File: src/hdl/bdq_pkg.sv
// Types and constants shared by the bounded deque and its storage cells.
package bdq_pkg;

	localparam int WORD_W = 32;
	localparam int CAP_W  = 5;
	localparam logic [CAP_W-1:0] CAP_RESET = 5'd16;

	typedef enum logic [1:0] {
		KIND_PUSH_FRONT = 2'd0,
		KIND_PUSH_REAR  = 2'd1,
		KIND_POP_FRONT  = 2'd2,
		KIND_POP_REAR   = 2'd3
	} kind_t;

	typedef struct packed {
		kind_t                    kind;
		logic signed [WORD_W-1:0] value;
	} req_t;

	typedef struct packed {
		logic                     ok;
		logic signed [WORD_W-1:0] front_value;
		logic signed [WORD_W-1:0] rear_value;
		logic                     is_empty;
		logic                     is_full;
	} rsp_t;

	// Per-cycle commands broadcast to every cell.
	// f_* act on the front-aligned chain, r_* on the rear-aligned chain.
	typedef struct packed {
		logic grow;
		logic shrink;
		logic f_push;
		logic f_pop;
		logic f_app;
		logic r_push;
		logic r_pop;
		logic r_app;
	} ctrl_t;

endpackage

File: src/hdl/bounded_double_ended_queue.sv
// Top level of the bounded double-ended queue: control, cell row and result register.
//
// Usage:
//   req channel (req_valid/req_stall/req) carries one operation per
//   transaction: push front, push rear, pop front or pop rear, with a word.
//   rsp channel (rsp_valid/rsp_stall/rsp) returns one transaction per
//   request: ok flag, front and rear words (-1 when empty), empty and full.
//   cfg_wen/cfg_wdata write the capacity (reset 16); values above DEPTH act
//   as DEPTH, zero refuses every push. Write it only while idle.
// Timing:
//   The response appears in the cycle after the request is taken. One request per
//   cycle is sustained while rsp_stall holds no response; the row of DEPTH cells
//   updates every cell in the same cycle, the front word always sitting in cell 0
//   of one chain and the rear word in cell 0 of the other.
// Reset:
//   arst_n empties the deque and sets the capacity to 16. No clearing pass.
// Backpressure:
//   While a response is held by rsp_stall, req_stall is raised and no new
//   request is taken; the held response does not change.
module bounded_double_ended_queue import bdq_pkg::*; #(
	parameter int DEPTH = 16
) (
	input  logic             clk,
	input  logic             arst_n,
	input  logic             req_valid,
	output logic             req_stall,
	input  req_t             req,
	output logic             rsp_valid,
	input  logic             rsp_stall,
	output rsp_t             rsp,
	input  logic             cfg_wen,
	input  logic [CAP_W-1:0] cfg_wdata
);

	localparam int CNT_W = $clog2(DEPTH + 1);
	localparam int CMP_W = (CNT_W > CAP_W) ? CNT_W : CAP_W;

	logic [CAP_W-1:0]         cap_q;
	logic [CNT_W-1:0]         count_q;
	logic [CNT_W-1:0]         count_nxt;
	logic                     rsp_valid_q;
	logic                     ok_q;
	logic                     empty_q;
	logic                     full_q;
	logic                     accept;
	logic                     full_now;
	logic                     full_nxt;
	logic                     ok_nxt;
	ctrl_t                    ctrl;
	logic signed [WORD_W-1:0] f_word [DEPTH];
	logic signed [WORD_W-1:0] r_word [DEPTH];
	logic [DEPTH-1:0]         occ;

	assign req_stall = rsp_valid_q && rsp_stall;
	assign accept    = req_valid && !req_stall;

	assign full_now = (CMP_W'(count_q) >= CMP_W'(cap_q)) || (count_q == CNT_W'(DEPTH));
	assign full_nxt = (CMP_W'(count_nxt) >= CMP_W'(cap_q)) ||
		(count_nxt == CNT_W'(DEPTH));

	always_comb begin
		ctrl   = '0;
		ok_nxt = 1'b0;
		unique case (req.kind)
			KIND_PUSH_FRONT: begin
				ok_nxt      = !full_now;
				ctrl.grow   = accept && ok_nxt;
				ctrl.f_push = ctrl.grow;
				ctrl.r_app  = ctrl.grow;
			end
			KIND_PUSH_REAR: begin
				ok_nxt      = !full_now;
				ctrl.grow   = accept && ok_nxt;
				ctrl.r_push = ctrl.grow;
				ctrl.f_app  = ctrl.grow;
			end
			KIND_POP_FRONT: begin
				ok_nxt      = (count_q != '0);
				ctrl.shrink = accept && ok_nxt;
				ctrl.f_pop  = ctrl.shrink;
			end
			KIND_POP_REAR: begin
				ok_nxt      = (count_q != '0);
				ctrl.shrink = accept && ok_nxt;
				ctrl.r_pop  = ctrl.shrink;
			end
			default: begin
				ok_nxt = 1'b0;
			end
		endcase
	end

	always_comb begin
		if (ctrl.grow) begin
			count_nxt = count_q + 1'b1;
		end else if (ctrl.shrink) begin
			count_nxt = count_q - 1'b1;
		end else begin
			count_nxt = count_q;
		end
	end

	always_ff @(posedge clk or negedge arst_n) begin
		if (!arst_n) begin
			cap_q       <= CAP_RESET;
			count_q     <= '0;
			rsp_valid_q <= 1'b0;
			ok_q        <= 1'b0;
			empty_q     <= 1'b1;
			full_q      <= 1'b0;
		end else begin
			if (cfg_wen) begin
				cap_q <= cfg_wdata;
			end
			count_q <= count_nxt;
			if (accept) begin
				rsp_valid_q <= 1'b1;
				ok_q        <= ok_nxt;
				empty_q     <= (count_nxt == '0);
				full_q      <= full_nxt;
			end else if (!rsp_stall) begin
				rsp_valid_q <= 1'b0;
			end
		end
	end

	for (genvar i = 0; i < DEPTH; i++) begin : g_cell
		logic signed [WORD_W-1:0] f_left;
		logic signed [WORD_W-1:0] f_right;
		logic signed [WORD_W-1:0] r_left;
		logic signed [WORD_W-1:0] r_right;
		logic                     occ_left;
		logic                     occ_right;

		if (i == 0) begin : g_head
			assign f_left   = req.value;
			assign r_left   = req.value;
			assign occ_left = 1'b1;
		end else begin : g_body
			assign f_left   = f_word[i-1];
			assign r_left   = r_word[i-1];
			assign occ_left = occ[i-1];
		end

		if (i == DEPTH - 1) begin : g_tail
			assign f_right   = '0;
			assign r_right   = '0;
			assign occ_right = 1'b0;
		end else begin : g_inner
			assign f_right   = f_word[i+1];
			assign r_right   = r_word[i+1];
			assign occ_right = occ[i+1];
		end

		bdq_cell u_cell (
			.clk       (clk),
			.arst_n    (arst_n),
			.ctrl      (ctrl),
			.value     (req.value),
			.f_left    (f_left),
			.f_right   (f_right),
			.r_left    (r_left),
			.r_right   (r_right),
			.occ_left  (occ_left),
			.occ_right (occ_right),
			.f_word    (f_word[i]),
			.r_word    (r_word[i]),
			.occ       (occ[i])
		);
	end

	assign rsp_valid       = rsp_valid_q;
	assign rsp.ok          = ok_q;
	assign rsp.front_value = empty_q ? '1 : f_word[0];
	assign rsp.rear_value  = empty_q ? '1 : r_word[0];
	assign rsp.is_empty    = empty_q;
	assign rsp.is_full     = full_q;

`ifndef SYNTHESIS
	a_count_bound: assert property (@(posedge clk) disable iff (!arst_n)
		count_q <= CNT_W'(DEPTH))
		else $error("entry count above depth");

	a_occ_matches_count: assert property (@(posedge clk) disable iff (!arst_n)
		$countones(occ) == int'(count_q))
		else $error("cell occupancy disagrees with entry count");

	a_pop_empty_refused: assert property (@(posedge clk) disable iff (!arst_n)
		accept && (count_q == '0) &&
		(req.kind == KIND_POP_FRONT || req.kind == KIND_POP_REAR)
		|=> !ok_q && empty_q)
		else $error("pop on empty deque not refused");

	a_empty_tracks_count: assert property (@(posedge clk) disable iff (!arst_n)
		accept |=> (empty_q == (count_q == '0)))
		else $error("empty flag disagrees with entry count");

	a_stall_blocks: assert property (@(posedge clk) disable iff (!arst_n)
		rsp_valid_q && rsp_stall |=> $stable(count_q))
		else $error("state changed while response held");
`endif

endmodule

File: src/hdl/bdq_cell.sv
// One storage cell: a front-chain word, a rear-chain word and an occupancy bit.
module bdq_cell import bdq_pkg::*; (
	input  logic                     clk,
	input  logic                     arst_n,
	input  ctrl_t                    ctrl,
	input  logic signed [WORD_W-1:0] value,
	input  logic signed [WORD_W-1:0] f_left,
	input  logic signed [WORD_W-1:0] f_right,
	input  logic signed [WORD_W-1:0] r_left,
	input  logic signed [WORD_W-1:0] r_right,
	input  logic                     occ_left,
	input  logic                     occ_right,
	output logic signed [WORD_W-1:0] f_word,
	output logic signed [WORD_W-1:0] r_word,
	output logic                     occ
);

	logic signed [WORD_W-1:0] f_q;
	logic signed [WORD_W-1:0] r_q;
	logic                     occ_q;
	logic                     first_free;

	assign first_free = occ_left && !occ_q;

	always_ff @(posedge clk or negedge arst_n) begin
		if (!arst_n) begin
			occ_q <= 1'b0;
		end else if (ctrl.grow) begin
			occ_q <= occ_left;
		end else if (ctrl.shrink) begin
			occ_q <= occ_right;
		end
	end

	always_ff @(posedge clk) begin
		if (ctrl.f_push) begin
			f_q <= f_left;
		end else if (ctrl.f_pop) begin
			f_q <= f_right;
		end else if (ctrl.f_app && first_free) begin
			f_q <= value;
		end
		if (ctrl.r_push) begin
			r_q <= r_left;
		end else if (ctrl.r_pop) begin
			r_q <= r_right;
		end else if (ctrl.r_app && first_free) begin
			r_q <= value;
		end
	end

	assign f_word = f_q;
	assign r_word = r_q;
	assign occ    = occ_q;

endmodule
File: config.mk
export PLATFORM = sky130hd
export DESIGN_NAME = bounded_double_ended_queue
export DESIGN_NICKNAME = d
export VERILOG_FILES = /design/src/hdl/bdq_pkg.sv /design/src/hdl/bounded_double_ended_queue.sv /design/src/hdl/bdq_cell.sv
export SDC_FILE = /design/constraint.sdc
export NUM_CORES = 1
export LEC_CHECK = 0
export BUFFER_PORTS_ARGS = -buffer_cell sky130_fd_sc_hd__buf_2
export CAP_MARGIN = 0
export CELL_PAD_IN_SITES_DETAIL_PLACEMENT = 1
export CELL_PAD_IN_SITES_GLOBAL_PLACEMENT = 2
export CORE_MARGIN = 3
export CORE_UTILIZATION = 45
export CTS_CLUSTER_DIAMETER = 80
export DETAILED_ROUTE_END_ITERATION = 10
export GPL_TIMING_DRIVEN = 0
export PLACE_DENSITY_LB_ADDON = 0.1
export SYNTH_ARGS = -nofsm -noshare
export SYNTH_HDL_FRONTEND = slang
export SYNTH_SLANG_ARGS = --single-unit
File: constraint.sdc
create_clock -name clk -period 5.35 [get_ports clk]
set_input_delay 0.2675 -clock clk [delete_from_list [all_inputs] [get_ports clk]]
set_output_delay 0.2675 -clock clk [all_outputs]
set_load 0.01 [all_outputs]
==> flow_summary.toml <==
[status]
status = "finished clean"

[floorplan]
fp.dieW_um = 322.8
coreArea_um2 = 98990
num_io_pins = 113
die_area_um2 = 104200
die_y_um = 322.8
rows = 115
initial_utilization_pct = 45.62

[detailed_routing]
dr_total_vias = 29649
viasPerCell = 6.670
drt_first_iter_violations = 2854
drc = 0
ant_nets = 0
firstDrtPassIters = 5
wire_per_inst_um = 31.00
postRouteWirelength_mm = 137.8

[setup_path]
cp_max_fo = 21
r2r_setup_slack_ps = 560
timing_worst_setup_path_type = "flop to flop"
critPathMaxStageDelay_ps = 900
path_buf_inv = 4
critPathLaunchType = "flop"
cp_common_cell = "clkbuf_1"
cp_slowest_cell = "clkbuf_1"
critPathRequiredTime_ps = 5780
path_delay_family = "buffers and inverters"
path_cells = "inv_1 -> ha_1 -> nand2b_1 -> a31oi_1 -> o221a_2 -> o21ai_1 -> clkbuf_1 -> clkbuf_1 -> nand2_1 -> buf_16"
worstPathArrival_ps = 5220
worstSetupEndpointType = "flop"

[clock_network]
clock_sink_count = 1054
clk_pin_slew_ps = 60
cts_root_buffer = "clkbuf_16"
numCtsBuffers = 116
post_cts_resize_count = 0
clock_latency_ps = 690
h-tree-depth = 3
cts_tree = "built"
clk_path_buf_depth = 3

[global_route]
track_usage_pct = 26.29
antenna_found_initial = 7
grt_max_degree = 33
grt_pass1_vias = 31203
overflow = 0
grt_first_pass_wirelength_mm = 206.9

[synthesis]
synthFlopType = "edfxtp_1"
postSynthAreaPerCell_um2 = 16.41
synth_edf_count = 1024
synth_top_area_cell = "edfxtp_1"
synthXorXnorAreaFrac_pct = 0.07757
synthSimpleGateAreaFrac_pct = 2.712
synth-seq-area-share_pct = 69.75
yosysUniqueCellTypes = 44
synth_compound_area_share_pct = 21.66
async_flop_share_pct = 2.846
synth_fa_ha_area_share_pct = 0.3602
syn_nets = 2810
yosys_warnings = 0
syn-cell-area_um2 = 45160
synthCells = 2753
synthMuxAreaShare_pct = 1.731
ys_top_cells_by_area = "edfxtp_1, a221o_1, clkbuf_1, mux2_2, dfrtp_1"
synth_top_family_by_area = "compound AO/OA/AOI/OAI gates"
ys_ff_latch = 1054
synth_top_area_share_pct = 68.09

[pwr]
peakVddDrop_uv = 264.0
powerDensity_nw_per_um2 = 436.3
p_leak_nw = 17.98

[cells_and_area]
final_util_pct = 52.95
layout-drive-gt1-share_pct = 17.67
final-instance-count-excl-fill = 4445
mostFrequentLayoutCells = "edfxtp_1, a221o_1, clkbuf_1"
fill_cells = 9244
final_common_cell = "edfxtp_1"
syn_to_final_growth_pct = 16.06
final_nets = 3116

[placed_design]
place_congestion = 0.8546
dp_hpwl_mm = 102.5
io_buffers = 111
dp.cells = 4184

[worst_hold_path]
hold_class = "input port to flop"

[sta]
tns_ps = 0
fmax_ghz = 0.2088
rsz0062_at_grt = "no"
maxSlewHeadroom_pct = 12.55
hold_violations = 0
worstMarginPinSlew_ps = 1312
final.min_clock_period_ps = 4790
setup_violations = 0
period_share_pct = 89.54
fin_worst_skew_ps = 18.49
drv_slew = 0

[job]
maxCapViolCount = 0
[flip-flops by register name, indices dropped and copies added (netlist names)]
signal,flops
empty_q,1
cap_q,5
ok_q,1
g_cell.u_cell.r_word,512
full_q,1
g_cell.u_cell.occ,16
count_q,5
rsp_valid,1
g_cell.u_cell.f_word,512
[cell usage after synthesis, types with 7 or more instances]
master and n:
a21o_1 65, a221o_1 896, and2_0 31, and2_1 36, buf_1 11, buf_2 66
buf_6 22, clkbuf_1 267, dfrtp_1 28, edfxtp_1 1024, ha_1 13, inv_1 8
mux2_2 65, nand2_1 57, nand3_1 10, nor2_1 7, o21ai_0 31, or2_2 65
[logic make-up after synthesis]
| family | count (synthesis) |
|---|---|
| AOI/OAI and AO/OA | 1012 |
| xor gates and xnor gates | 4 |
| adders and majority gates | 13 |
| buffers and inverters | 377 |
| DFF | 1054 |
| muxes | 70 |
| and+or+nand+nor | 223 |
[power breakdown]
group,switching (mW),total (mW),internal [mW],leakage [nW]
combinational,2.34,3.85,1.52,6.37
sequential,0.664,11.2,10.5,9.82
clock,3.31,7.85,4.53,1.79
total,6.31,22.9,16.6,18.0
[repair_timing]
action / in CTS / in global routing
hold endpoints to repair: 88 / 0
hold buffers: 44 / 0
setup endpoints to repair: 0 / 0
setup buffers: 0 / 0
[through the flow]
stage / hold WS, ps / setup slack (ps) / total power, mW / area, um2
after floorplan: -28.09 / 458.8 / 13.38 / 45160
after global routing: 33.38 / 316.9 / 23.71 / 52410
after detailed placement: 375.8 / 662.6 / 15.12 / 48330
after global placement: 366.7 / -2623 / 14.80 / 47330
final: 75.41 / 559.8 / 22.87 / 52420
after CTS: 2.584 / 603.7 / 23.00 / 52400
[layout make-up]
type                    instances  area (um2)  area share (%)
repair buffers                188        1747           3.332
clock buffers                 151        3108           5.929
clock inverters                60       521.8          0.9954
flip-flops and latches       1054       31500           60.10
multi-input cells            1322       12240           23.35
diodes                          6       15.01         0.02864
well taps                    1287        1610           3.072
plain buffers                 369        1644           3.136
inverters                       8       30.03         0.05729
[path summary, 6_finish.rpt]
check | from | to | depth (start not counted)
worst max-delay path | count_q[0]$_DFF_PN0_ | g_cell[8].u_cell.r_word[19]$_DFFE_PP_ | 10
worst min-delay path | req[26] | g_cell[0].u_cell.f_word[26]$_DFFE_PP_ | 2
worst max register to register | count_q[0]$_DFF_PN0_ | g_cell[8].u_cell.r_word[19]$_DFFE_PP_ | 10
worst min register to register | ok_q$_DFFE_PN0P_ | ok_q$_DFFE_PN0P_ | 2
max in group asynchronous | arst_n | g_cell[7].u_cell.occ$_DFFE_PN0P_ | 2
min in group asynchronous | arst_n | ok_q$_DFFE_PN0P_ | 2
[layer usage]
| metal | routed length (um) | track usage, % | vias to the layer above |
|---|---|---|---|
| li1 | - | - | 12642 |
| met2 | 69260 | 45.24 | 1067 |
| met3 | 7693 | 3.520 | 227 |
| met4 | 3818 | 7.667 | 4 |
| met1 | 57010 | 34.96 | 15709 |
| met5 | 27 | 0 | - |
Note: power is estimated with default switching activity, not from simulation.
